File: src/hw/rtl/ccfr_pkg.sv
// Shared types, codes and the CRC-32 byte update for the frame receiver.
package ccfr_pkg;

    localparam logic [2:0] PH_OPCODE  = 3'd0;
    localparam logic [2:0] PH_ADDRESS = 3'd1;
    localparam logic [2:0] PH_LENGTH  = 3'd2;
    localparam logic [2:0] PH_PAYLOAD = 3'd3;
    localparam logic [2:0] PH_CRC     = 3'd4;

    localparam logic MODE_BYTE    = 1'b0;
    localparam logic MODE_TIMEOUT = 1'b1;

    localparam logic KIND_BYTE  = 1'b0;
    localparam logic KIND_FRAME = 1'b1;

    localparam logic [1:0] ST_OK_CHECKED   = 2'd0;
    localparam logic [1:0] ST_OK_UNCHECKED = 2'd1;
    localparam logic [1:0] ST_CRC_ERROR    = 2'd2;
    localparam logic [1:0] ST_TIMEOUT      = 2'd3;

    localparam logic [31:0] CRC_POLY = 32'hEDB8_8320;
    localparam logic [31:0] CRC_ONES = 32'hFFFF_FFFF;

    typedef struct packed {
        logic        kind;
        logic [7:0]  payload_byte;
        logic [15:0] payload_index;
        logic [7:0]  opcode;
        logic [15:0] frame_address;
        logic [15:0] payload_length;
        logic [1:0]  frame_status;
        logic [31:0] computed_crc;
    } result_t;

    // Reflected CRC-32 update over one byte, least significant bit first.
    function automatic logic [31:0] crc_byte(input logic [31:0] crc_in,
                                             input logic [7:0] data);
        logic [31:0] crc;
        crc = crc_in ^ {24'd0, data};
        for (int i = 0; i < 8; i++) begin
            if (crc[0]) begin
                crc = (crc >> 1) ^ CRC_POLY;
            end else begin
                crc = crc >> 1;
            end
        end
        return crc;
    endfunction

endpackage

File: src/hw/rtl/ccfr_parse.sv
// Frame parser: phase tracking, header capture, running CRC and result build.
module ccfr_parse (
    input  logic              aclk,
    input  logic              aresetn,
    input  logic              step,
    input  logic              mode,
    input  logic [7:0]        rx_byte,
    output logic              res_valid,
    output ccfr_pkg::result_t res
);

    logic [2:0]  phase_reg, phase_next;
    logic [15:0] count_reg, count_next;
    logic [7:0]  opcode_reg, opcode_next;
    logic [15:0] address_reg, address_next;
    logic [15:0] length_reg, length_next;
    logic [31:0] crc_reg, crc_next;
    logic [31:0] rx_crc_reg, rx_crc_next;

    logic [31:0] crc_final;
    logic [31:0] crc_updated;
    logic [15:0] count_inc;
    logic [31:0] rx_crc_full;

    assign crc_final   = crc_reg ^ ccfr_pkg::CRC_ONES;
    assign crc_updated = ccfr_pkg::crc_byte(crc_reg, rx_byte);
    assign count_inc   = count_reg + 16'd1;
    assign rx_crc_full = rx_crc_reg | ({24'd0, rx_byte} << {count_reg[1:0], 3'b000});

    always_comb begin
        phase_next   = phase_reg;
        count_next   = count_reg;
        opcode_next  = opcode_reg;
        address_next = address_reg;
        length_next  = length_reg;
        crc_next     = crc_reg;
        rx_crc_next  = rx_crc_reg;
        res_valid    = 1'b0;
        res.kind          = ccfr_pkg::KIND_FRAME;
        res.payload_byte  = 8'd0;
        res.payload_index = 16'd0;
        res.frame_status  = ccfr_pkg::ST_OK_CHECKED;
        res.computed_crc  = 32'd0;

        if (mode == ccfr_pkg::MODE_TIMEOUT) begin
            if (phase_reg != ccfr_pkg::PH_OPCODE) begin
                res_valid        = 1'b1;
                res.frame_status = ccfr_pkg::ST_TIMEOUT;
                res.computed_crc = crc_final;
                phase_next       = ccfr_pkg::PH_OPCODE;
                count_next       = 16'd0;
            end
        end else begin
            case (phase_reg)
                ccfr_pkg::PH_OPCODE: begin
                    opcode_next  = rx_byte;
                    address_next = 16'd0;
                    length_next  = 16'd0;
                    rx_crc_next  = 32'd0;
                    crc_next     = ccfr_pkg::CRC_ONES;
                    count_next   = 16'd0;
                    phase_next   = ccfr_pkg::PH_ADDRESS;
                end
                ccfr_pkg::PH_ADDRESS: begin
                    if (count_reg == 16'd0) begin
                        address_next = {8'd0, rx_byte};
                        count_next   = 16'd1;
                    end else begin
                        address_next = {rx_byte, address_reg[7:0]};
                        count_next   = 16'd0;
                        phase_next   = ccfr_pkg::PH_LENGTH;
                    end
                end
                ccfr_pkg::PH_LENGTH: begin
                    if (count_reg == 16'd0) begin
                        length_next = {8'd0, rx_byte};
                        count_next  = 16'd1;
                    end else begin
                        length_next = {rx_byte, length_reg[7:0]};
                        count_next  = 16'd0;
                        if (length_next == 16'd0) begin
                            res_valid        = 1'b1;
                            res.frame_status = ccfr_pkg::ST_OK_UNCHECKED;
                            res.computed_crc = crc_final;
                            phase_next       = ccfr_pkg::PH_OPCODE;
                        end else begin
                            phase_next = ccfr_pkg::PH_PAYLOAD;
                        end
                    end
                end
                ccfr_pkg::PH_PAYLOAD: begin
                    crc_next          = crc_updated;
                    res_valid         = 1'b1;
                    res.kind          = ccfr_pkg::KIND_BYTE;
                    res.payload_byte  = rx_byte;
                    res.payload_index = count_reg;
                    if (count_inc == length_reg) begin
                        count_next = 16'd0;
                        phase_next = ccfr_pkg::PH_CRC;
                    end else begin
                        count_next = count_inc;
                    end
                end
                ccfr_pkg::PH_CRC: begin
                    rx_crc_next = rx_crc_full;
                    count_next  = count_inc;
                    // The fourth byte completes the received CRC and ends the frame.
                    if (count_reg[1:0] == 2'd3) begin
                        res_valid        = 1'b1;
                        res.computed_crc = crc_final;
                        if (rx_crc_full == 32'd0) begin
                            res.frame_status = ccfr_pkg::ST_OK_UNCHECKED;
                        end else if (rx_crc_full == crc_final) begin
                            res.frame_status = ccfr_pkg::ST_OK_CHECKED;
                        end else begin
                            res.frame_status = ccfr_pkg::ST_CRC_ERROR;
                        end
                        phase_next = ccfr_pkg::PH_OPCODE;
                        count_next = 16'd0;
                    end
                end
                default: begin
                    phase_next = ccfr_pkg::PH_OPCODE;
                    count_next = 16'd0;
                end
            endcase
        end

        res.opcode         = opcode_next;
        res.frame_address  = address_next;
        res.payload_length = length_next;
    end

    always_ff @(posedge aclk) begin
        if (!aresetn) begin
            phase_reg   <= ccfr_pkg::PH_OPCODE;
            count_reg   <= 16'd0;
            opcode_reg  <= 8'd0;
            address_reg <= 16'd0;
            length_reg  <= 16'd0;
            crc_reg     <= ccfr_pkg::CRC_ONES;
            rx_crc_reg  <= 32'd0;
        end else if (step) begin
            phase_reg   <= phase_next;
            count_reg   <= count_next;
            opcode_reg  <= opcode_next;
            address_reg <= address_next;
            length_reg  <= length_next;
            crc_reg     <= crc_next;
            rx_crc_reg  <= rx_crc_next;
        end
    end

endmodule

File: src/hw/rtl/crc_checked_frame_receiver.sv
// Top level: input register, frame parser and output register of the frame receiver.
// An accepted item waits in the input register; its result is registered onto m_.
// Throughput: one item per cycle unless m_ready stalls; the CRC byte update and
// header capture sit in the single logic stage between input and output registers.
// Reset: synchronous, active low; clears the valid flags of both register stages
// and returns the parser to waiting for an opcode with the running CRC at all ones.
module crc_checked_frame_receiver (
    input  logic        aclk,
    input  logic        aresetn,
    input  logic        s_valid,
    output logic        s_ready,
    input  logic        s_mode,
    input  logic [7:0]  s_rx_byte,
    output logic        m_valid,
    input  logic        m_ready,
    output logic        m_kind,
    output logic [7:0]  m_payload_byte,
    output logic [15:0] m_payload_index,
    output logic [7:0]  m_opcode,
    output logic [15:0] m_frame_address,
    output logic [15:0] m_payload_length,
    output logic [1:0]  m_frame_status,
    output logic [31:0] m_computed_crc
);

    logic              in_valid_reg;
    logic              in_mode_reg;
    logic [7:0]        in_byte_reg;
    logic              out_valid_reg;
    ccfr_pkg::result_t out_reg;

    logic              advance;
    logic              step;
    logic              res_valid;
    ccfr_pkg::result_t res;

    // The output register may load when it is empty or its item leaves now.
    assign advance = !out_valid_reg || m_ready;
    assign step    = in_valid_reg && advance;
    assign s_ready = !in_valid_reg || advance;

    ccfr_parse u_parse (
        .aclk      (aclk),
        .aresetn   (aresetn),
        .step      (step),
        .mode      (in_mode_reg),
        .rx_byte   (in_byte_reg),
        .res_valid (res_valid),
        .res       (res)
    );

    always_ff @(posedge aclk) begin
        if (!aresetn) begin
            in_valid_reg <= 1'b0;
        end else if (s_ready) begin
            in_valid_reg <= s_valid;
        end
    end

    always_ff @(posedge aclk) begin
        if (s_ready && s_valid) begin
            in_mode_reg <= s_mode;
            in_byte_reg <= s_rx_byte;
        end
    end

    always_ff @(posedge aclk) begin
        if (!aresetn) begin
            out_valid_reg <= 1'b0;
        end else if (advance) begin
            out_valid_reg <= step && res_valid;
        end
    end

    always_ff @(posedge aclk) begin
        if (step && res_valid) begin
            out_reg <= res;
        end
    end

    assign m_valid          = out_valid_reg;
    assign m_kind           = out_reg.kind;
    assign m_payload_byte   = out_reg.payload_byte;
    assign m_payload_index  = out_reg.payload_index;
    assign m_opcode         = out_reg.opcode;
    assign m_frame_address  = out_reg.frame_address;
    assign m_payload_length = out_reg.payload_length;
    assign m_frame_status   = out_reg.frame_status;
    assign m_computed_crc   = out_reg.computed_crc;

    a_empty_input_ready : assert property (@(posedge aclk) disable iff (!aresetn)
        !in_valid_reg |-> s_ready)
        else $error("input register empty but s_ready low");

    a_stall_holds_item : assert property (@(posedge aclk) disable iff (!aresetn)
        in_valid_reg && !advance |=> in_valid_reg && $stable(in_byte_reg)
            && $stable(in_mode_reg))
        else $error("buffered item lost during output stall");

    a_byte_fields_clear : assert property (@(posedge aclk) disable iff (!aresetn)
        m_valid && m_kind == ccfr_pkg::KIND_BYTE |->
            m_frame_status == ccfr_pkg::ST_OK_CHECKED && m_computed_crc == 32'd0)
        else $error("forwarded byte carries status fields");

    a_zero_length_status : assert property (@(posedge aclk) disable iff (!aresetn)
        m_valid && m_kind == ccfr_pkg::KIND_FRAME && m_payload_length == 16'd0
            && m_frame_status != ccfr_pkg::ST_TIMEOUT |->
            m_frame_status == ccfr_pkg::ST_OK_UNCHECKED && m_computed_crc == 32'd0)
        else $error("zero-length frame reported with wrong status or CRC");

endmodule
File: config.mk
export PLATFORM = sky130hd
export DESIGN_NAME = crc_checked_frame_receiver
export DESIGN_NICKNAME = d
export VERILOG_FILES = /design/src/hw/rtl/ccfr_pkg.sv /design/src/hw/rtl/ccfr_parse.sv /design/src/hw/rtl/crc_checked_frame_receiver.sv
export SDC_FILE = /design/constraint.sdc
export NUM_CORES = 1
export LEC_CHECK = 0
export ABC_CLOCK_PERIOD_IN_PS = 11200
export BUFFER_PORTS_ARGS = -buffer_cell sky130_fd_sc_hd__buf_2
export CAP_MARGIN = 20
export CORE_AREA = 2 2 215 175
export DETAILED_ROUTE_END_ITERATION = 10
export DIE_AREA = 0 0 217 177
export SETUP_SLACK_MARGIN = 0.2
export SLEW_MARGIN = 30
export SYNTH_ARGS = -nofsm -noshare
export SYNTH_HDL_FRONTEND = slang
export SYNTH_SLANG_ARGS = --single-unit
File: constraint.sdc
create_clock -name aclk -period 11.2 [get_ports aclk]
set_clock_uncertainty 0.05 [all_clocks]
set_input_delay 1.12 -clock aclk [delete_from_list [all_inputs] [get_ports aclk]]
set_output_delay 1.12 -clock aclk [all_outputs]
set_load 0.01 [all_outputs]
==> results of run 1 <==
## cells in the final DEF (no fill, tap or decap), types with 2 or more instances in the layout
master	count
o21ai_2	2
clkbuf_16	26
clkinv_2	6
mux2_2	8
xor2_1	21
a31oi_1	7
nand4_1	17
nor2b_1	18
edfxtp_1	108
a22o_1	43
nand2b_1	2
nand2_1	130
or2_2	2
and2_1	26
a21oi_1	80
clkinvlp_4	3
buf_2	113
nor3b_1	5
inv_1	6
nor4_1	19
buf_4	20
or4_1	2
o21ai_0	22
o22ai_1	28
a21boi_0	36
ha_1	3
nand3_1	16
a22oi_1	8
nor3_2	2
nor2_1	95
nor3_1	21
or3_1	4
and3_1	2
dfxtp_1	125
clkbuf_8	5
xnor2_1	107
nor4b_1	3
## logic make-up after synthesis
| group | Yosys count |
|---|---|
| fa+ha+maj | 3 |
| xor+xnor | 131 |
| mux | 8 |
| buf+inv | 88 |
| compound gates | 243 |
| simple gates | 372 |
| flops | 233 |
## layout make-up
| class | count | area, um2 |
|---|---|---|
| fillers | 3721 | 23800 |
| flip-flops and latches | 233 | 5750 |
| multi-input cells | 757 | 4710 |
| clock buffers | 32 | 723 |
| repair buffers | 133 | 716 |
| well taps | 487 | 609 |
| clock inverters | 13 | 111 |
| inverters | 7 | 26.3 |
## layer usage
metal / GRT usage [%] / vias to the layer above / wire [um]
met3: 2.23 / 40 / 1550
met5: 0 / - / 0
met2: 22.7 / 256 / 13000
met1: 22.9 / 3956 / 14700
met4: 3.62 / 0 / 472
li1: - / 3978 / -
## how the worst min path moves through the flow
stage	slack [ns]	depth (start not counted)	startpoint	end
2_1_floorplan	0.39	2	u_parse.rx_crc_reg[12]	u_parse.rx_crc_reg[12]
3_3_place_gp	0.40	2	u_parse.opcode_reg[6]	u_parse.opcode_reg[6]
3_5_place_dp	0.41	2	u_parse.rx_crc_reg[14]	u_parse.rx_crc_reg[14]
4_1_cts	0.42	2	u_parse.opcode_reg[6]	u_parse.opcode_reg[6]
5_1_grt	0.44	2	u_parse.address_reg[11]	u_parse.address_reg[11]
6_report	0.41	2	u_parse.opcode_reg[6]	u_parse.opcode_reg[6]
## worst max-delay path, cell delays in order, from the launching register on
cell and delay [ns]:
dfxtp_1 0.64, clkinv_1 0.37, ha_1 0.31, nor4b_1 0.14, nand4_1 0.49, nand3_1 0.27
nor2_1 0.16, nor2_1 0.10, a31oi_4 0.16, buf_4 0.50, buf_4 0.65
## report_power, final
part / switching, W / leakage [nW] / internal (W)
clock network: 0.000339 / 0.410 / 0.000482
registers: 0.00000548 / 2.01 / 0.000897
logic: 0.0000811 / 1.99 / 0.0000471
## stage by stage
stage	setup WS [ns]	instance area (um2)	utilization, %
3_3_place_gp	7.15	11800	32.4
2_1_floorplan	4.04	10800	-
4_1_cts	6.96	12600	34.7
3_5_place_dp	6.99	11800	32.4
5_1_grt	6.41	12600	34.7
6_report	6.90	12600	34.7
==> qor.yml, run 1 <==
run_status:
  outcome: "complete, no violations"
clock_tree:
  cts_buffers: 25
  clk_pin_slew_ns: 0.07
  ctsLongestPathBuffers: 3
  cts_resized: 0
  ctsHoldBuffers: 0
  tritoncts: "built"
  cts_root_buf: "clkbuf_16"
  h-tree-depth: 1
  cts_setup_buffers: 0
  clock_latency_ns: 0.53
  cts_sinks: 233
worst_setup_path:
  crit_path_start_kind: "flip-flop"
  ff2ff_setup_slack_ns: 6.90
  r2r_end: "m_payload_index[13]"
  reg2reg_from: "u_parse.count_reg[0]"
  arrival_ns: 4.41
  cp-startpoint: "u_parse.count_reg[0]"
  worst-r2r-cell-count: 10
  crit_type: "reg -> reg"
  critical_path_peak_fanout: 55
  required_ns: 11.31
  cp-end-kind: "flip-flop"
  cp-endpoint: "m_payload_index[13]"
sta:
  fmax_mhz: 233
  period_needed_ns: 4.30
  grt_setup_unrepaired: "false"
  setup_violations: 0
  whs_ns: 0.414
  slew_violations: 0
  tightest_slew_ns: 1.04
  slew_headroom_pct: 30.0
  final.setup.tns_ns: 0
  min_period_over_period_pct: 38.4
  hold_viol: 0
layout:
  fin_cells: 1662
  drive_above_1_share_pct: 17.0
  antenna_cells: 0
  finalNetCount: 1173
  syn_to_final_growth_pct: 17.4
drt:
  routed_via_density: 4.95
  vias: 8230
  wl_per_cell_um: 17.9
  routed_wl_um: 29700
  ant_nets: 0
  drc: 0
  dr.first_iter.drc_count: 738
  drt-pass1-iter-count: 5
flow_run:
  maxCapViolations: 0
logic_synthesis:
  synth_cells: 1078
  avgSynthCellArea_um2: 9.99
  yosysMostFrequentCell: "nand2_1"
  syn_nets: 1094
  synth_edf_count: 108
  synthSimpleGateAreaFrac_pct: 16.4
  synthMuxAreaShare_pct: 0.837
  netlist_area_um2: 10800
  ys.flop_type: "dfxtp_1"
  synth-compound-area-share_pct: 14.9
  synth-xor-area-share_pct: 10.9
  yosys_warnings: 0
  ys_async_sr_fraction_pct: 0
  synth_cell_types: 59
  post-synth-top-area-cell: "edfxtp_1"
  synth_common_cells: "130 x nand2_1, 125 x dfxtp_1, 108 x edfxtp_1, 108 x xnor2_1, 95 x nor2_1"
  synthAdderAreaFrac_pct: 0.349
  synth.yosys.seq_area_share_pct: 53.4
  synth_top_family_by_area: "simple AND/OR/NAND/NOR gates"
  yosysTopAreaCellShare_pct: 30.1
  synth-seq-cells: 233
  synthTopCellsByArea: "edfxtp_1 30%, dfxtp_1 23%, xnor2_1 8.8%, nand2_1 4.5%, a21oi_1 3.7%"
global_route:
  track_usage_pct: 15.2
  grt.overflow.total: 0
  grt_pass1_vias: 7922
  grt_pass1_wl_um: 46000
  grt_max_degree: 88
  antenna_found_initial: 0
worst_hold_path:
  hold_class: "reg -> reg"
floorplan:
  fp.dieW_um: 217
  die-height_um: 177
  initial_utilization_pct: 29.6
  rows: 63
  die_area_um2: 38400
  core_area_um2: 36400
  io_pins: 114
placed_design:
  io_buffers: 113
  dp.cells: 1617
  place_congestion: 0.851
  dp_hpwl_um: 19900
power:
  p_leak_nw: 4.41
  finalPower_w: 0.00185
  vdd_drop_max_mv: 0.0839
  powerDensity_nw_per_um2: 147
Note: power is estimated with default switching activity, not from simulation.
==> run 2, diff against run 1 <==
ABC_CLOCK_PERIOD_IN_PS = 3560   (was 11200)
clock period = 3.56 ns   (was 11.2 ns; I/O delays follow)
==> run 2 against run 1 <==
Non-clock buffer count grew 25. Sequential share of layout area shrank 0.96 points. Critical path depth shrank 1. Core utilization grew 0.78 points. Combinational power grew to 3.1 times the previous value. Critical path type unchanged. Final cell count grew 1.7%.
==> qor.yml, run 2 (synthesis gave the netlist of run 1 again) <==
layout:
  finalNetCount: 1199  # +2.2%
  drive_above_1_share_pct: 17.7  # +0.68 points
  layout_common_cells: "130 x nand2_1, 123 x dfxtp_1, 113 x buf_2"
  antenna_cells: 0  # unchanged
  syn_to_final_growth_pct: 20.0
  final_area_um2: 12900  # +2.3%
  ff_latch_area_um2: 5750  # about the same
  fillers: 3712  # -0.24%
  final_common_cell: "nand2_1"
  multi_input_comb_area_um2: 4720  # +0.27%
sta:
  grt_setup_unrepaired: "false"
  min_period_over_period_pct: 85.1  # +47 points
  fmax_mhz: 330  # +42%
  slew_violations: 0  # unchanged
  slew_headroom_pct: 43.2  # +13 points
  period_needed_ns: 3.03  # -1.27 ns
  final.setup.tns_ns: 0  # unchanged
  hold_viol: 0  # unchanged
  setup_violations: 0  # unchanged
  tightest_slew_ns: 0.847  # -0.196 ns
power:
  p_leak_nw: 4.54  # +3.0%
  finalPower_w: 0.00598  # +220%
  vdd_drop_max_mv: 0.369  # +340%
  powerDensity_nw_per_um2: 463  # +220%
floorplan:
  initial_utilization_pct: 29.6  # unchanged
  core_area_um2: 36400  # unchanged
  die_area_um2: 38400  # unchanged
  die-height_um: 177  # unchanged
  rows: 63  # unchanged
  fp.dieW_um: 217  # unchanged
  io_pins: 114  # unchanged
worst_setup_path:
  arrival_ns: 3.46  # -0.95 ns
  cp-end-kind: "flip-flop"
  crit_path_start_kind: "flip-flop"
  required_ns: 3.99  # -7.32 ns
  slowest_delay_ns: 0.59  # -0.06 ns
  slowest_stage: "or4_1"
  cp_cell_sequence: "ha_2, nand2_1, or4_1, xnor2_1, nand3_1, nor4_4, o21ai_2, a211o_1, a21boi_2"
  crit_type: "reg -> reg"
  critical_path_peak_fanout: 15  # -73%
drt:
  dr.first_iter.drc_count: 668  # -9.5%
  vias: 8421  # +2.3%
  routed_via_density: 4.98  # +0.63%
  routed_wl_um: 30900  # +3.9%
  drc: 0  # unchanged
  drt-pass1-iter-count: 5  # unchanged
  ant_nets: 0  # unchanged
  wl_per_cell_um: 18.3  # +2.1%
worst_hold_path:
  hold_class: "in -> reg"
placed_design:
  place_congestion: 0.845  # -0.76%
  io_buffers: 113  # unchanged
  placed_area_um2: 12000  # +1.5%
  dp_hpwl_um: 20900  # +5.0%
global_route:
  grt.overflow.total: 0  # unchanged
  met1_usage_pct: 23.2  # +0.36 points
  grt_pass1_wl_um: 47900  # +4.2%
  grt.met2_usage_pct: 23.7  # +1.0 points
  antenna_found_initial: 0  # unchanged
  grt_pass1_vias: 8162  # +3.0%
  grt_max_degree: 54  # -39%
  gr-usage-met3_pct: 2.92  # +0.69 points
  track_usage_pct: 15.8  # +0.64 points
  grt_busiest_layer: "met2"
clock_tree:
  tritoncts: "built"
  h-tree-depth: 1  # unchanged
  cts_root_buf: "clkbuf_16"
  cts_buffers: 26  # +4.0%
  cts_setup_buffers: 0  # unchanged
  clk_pin_slew_ns: 0.06  # about the same
  cts_sinks: 233  # unchanged
  clock_latency_ns: 0.54  # about the same
  ctsLongestPathBuffers: 3  # unchanged
flow_run:
  maxCapViolations: 0  # unchanged
run_status:
  outcome: "complete, no violations"
-- run 2: cell types whose count changed in the layout (fill, tap and decap cells not counted), sizes merged --
cell	previous run	this run
buf	133	149
dlygate4sd3	0	9
clkbuf	32	38
clkinvlp	3	0
bufinv	1	3
clkinv	8	7
inv	8	7
-- run 2: repair_timing --
| action | 4_1_cts | 5_1_grt |
|---|---|---|
| hold buffers | 9 | 0 |
| resized for setup | 0 | 2 |
| hold endpoints to repair | 9 | 0 |
| setup endpoints to repair | 0 | 5 |
-- run 2: metrics by stage --
stage | utilization [%] | setup WS (ns) | std cells | hold WS [ns]
after global placement | 32.9 | 0.451 | 1633 | 0.398
after CTS | 35.5 | 0.374 | 1690 | 0.000637
final | 35.5 | 0.530 | 1690 | 0.0182
after global routing | 35.5 | 0.201 | 1690 | 0.0187
after detailed placement | 32.9 | 0.399 | 1633 | 0.405
after floorplan | - | 0.0128 | 1078 | 0.388
-- run 2: area by class of cell --
| class | instances | share of cell area [%] |
|---|---|---|
| Clock buffer | 38 | 5.70 |
| Timing Repair Buffer | 158 | 7.36 |
| Sequential cell | 233 | 44.5 |
| Multi-Input combinational cell | 757 | 36.5 |
| Clock inverter | 10 | 0.958 |
| Inverter | 7 | 0.252 |
| Tap cell | 487 | 4.71 |
-- run 2: critical path, delay by kind of cell, from the launching register on --
| kind | cells | cell delay [ns] |
|---|---|---|
| adders and majority gates | 1 | 0.37 |
| DFF | 1 | 0.50 |
| AOI/OAI and AO/OA | 3 | 0.57 |
| and+or+nand+nor | 4 | 1.25 |
| xor gates and xnor gates | 1 | 0.22 |
-- run 2: final timing paths --
check	from	endpoint	slack, ns	cells past startpoint
worst max-delay path	u_parse.count_reg[0]	u_parse.phase_reg[0]	0.53	9
worst min-delay path	s_valid	in_valid_reg	0.02	3
worst max register to register	u_parse.count_reg[0]	u_parse.phase_reg[0]	0.53	9
worst min register to register	u_parse.opcode_reg[7]	u_parse.opcode_reg[7]	0.41	2
-- run 2: routing by layer --
layer	up-vias	wire length, um
met2	249	13200
li1	4027	-
met4	0	632
met3	45	1870
met1	4100	15200
met5	-	0
-- run 2: report_power, final --
group / total, W / leakage [nW] / switching (W) / internal [W]
clock network: 0.00272 / 0.419 / 0.00107 / 0.00165
logic: 0.000403 / 2.11 / 0.000243 / 0.000161
registers: 0.00286 / 2.01 / 0.0000370 / 0.00282
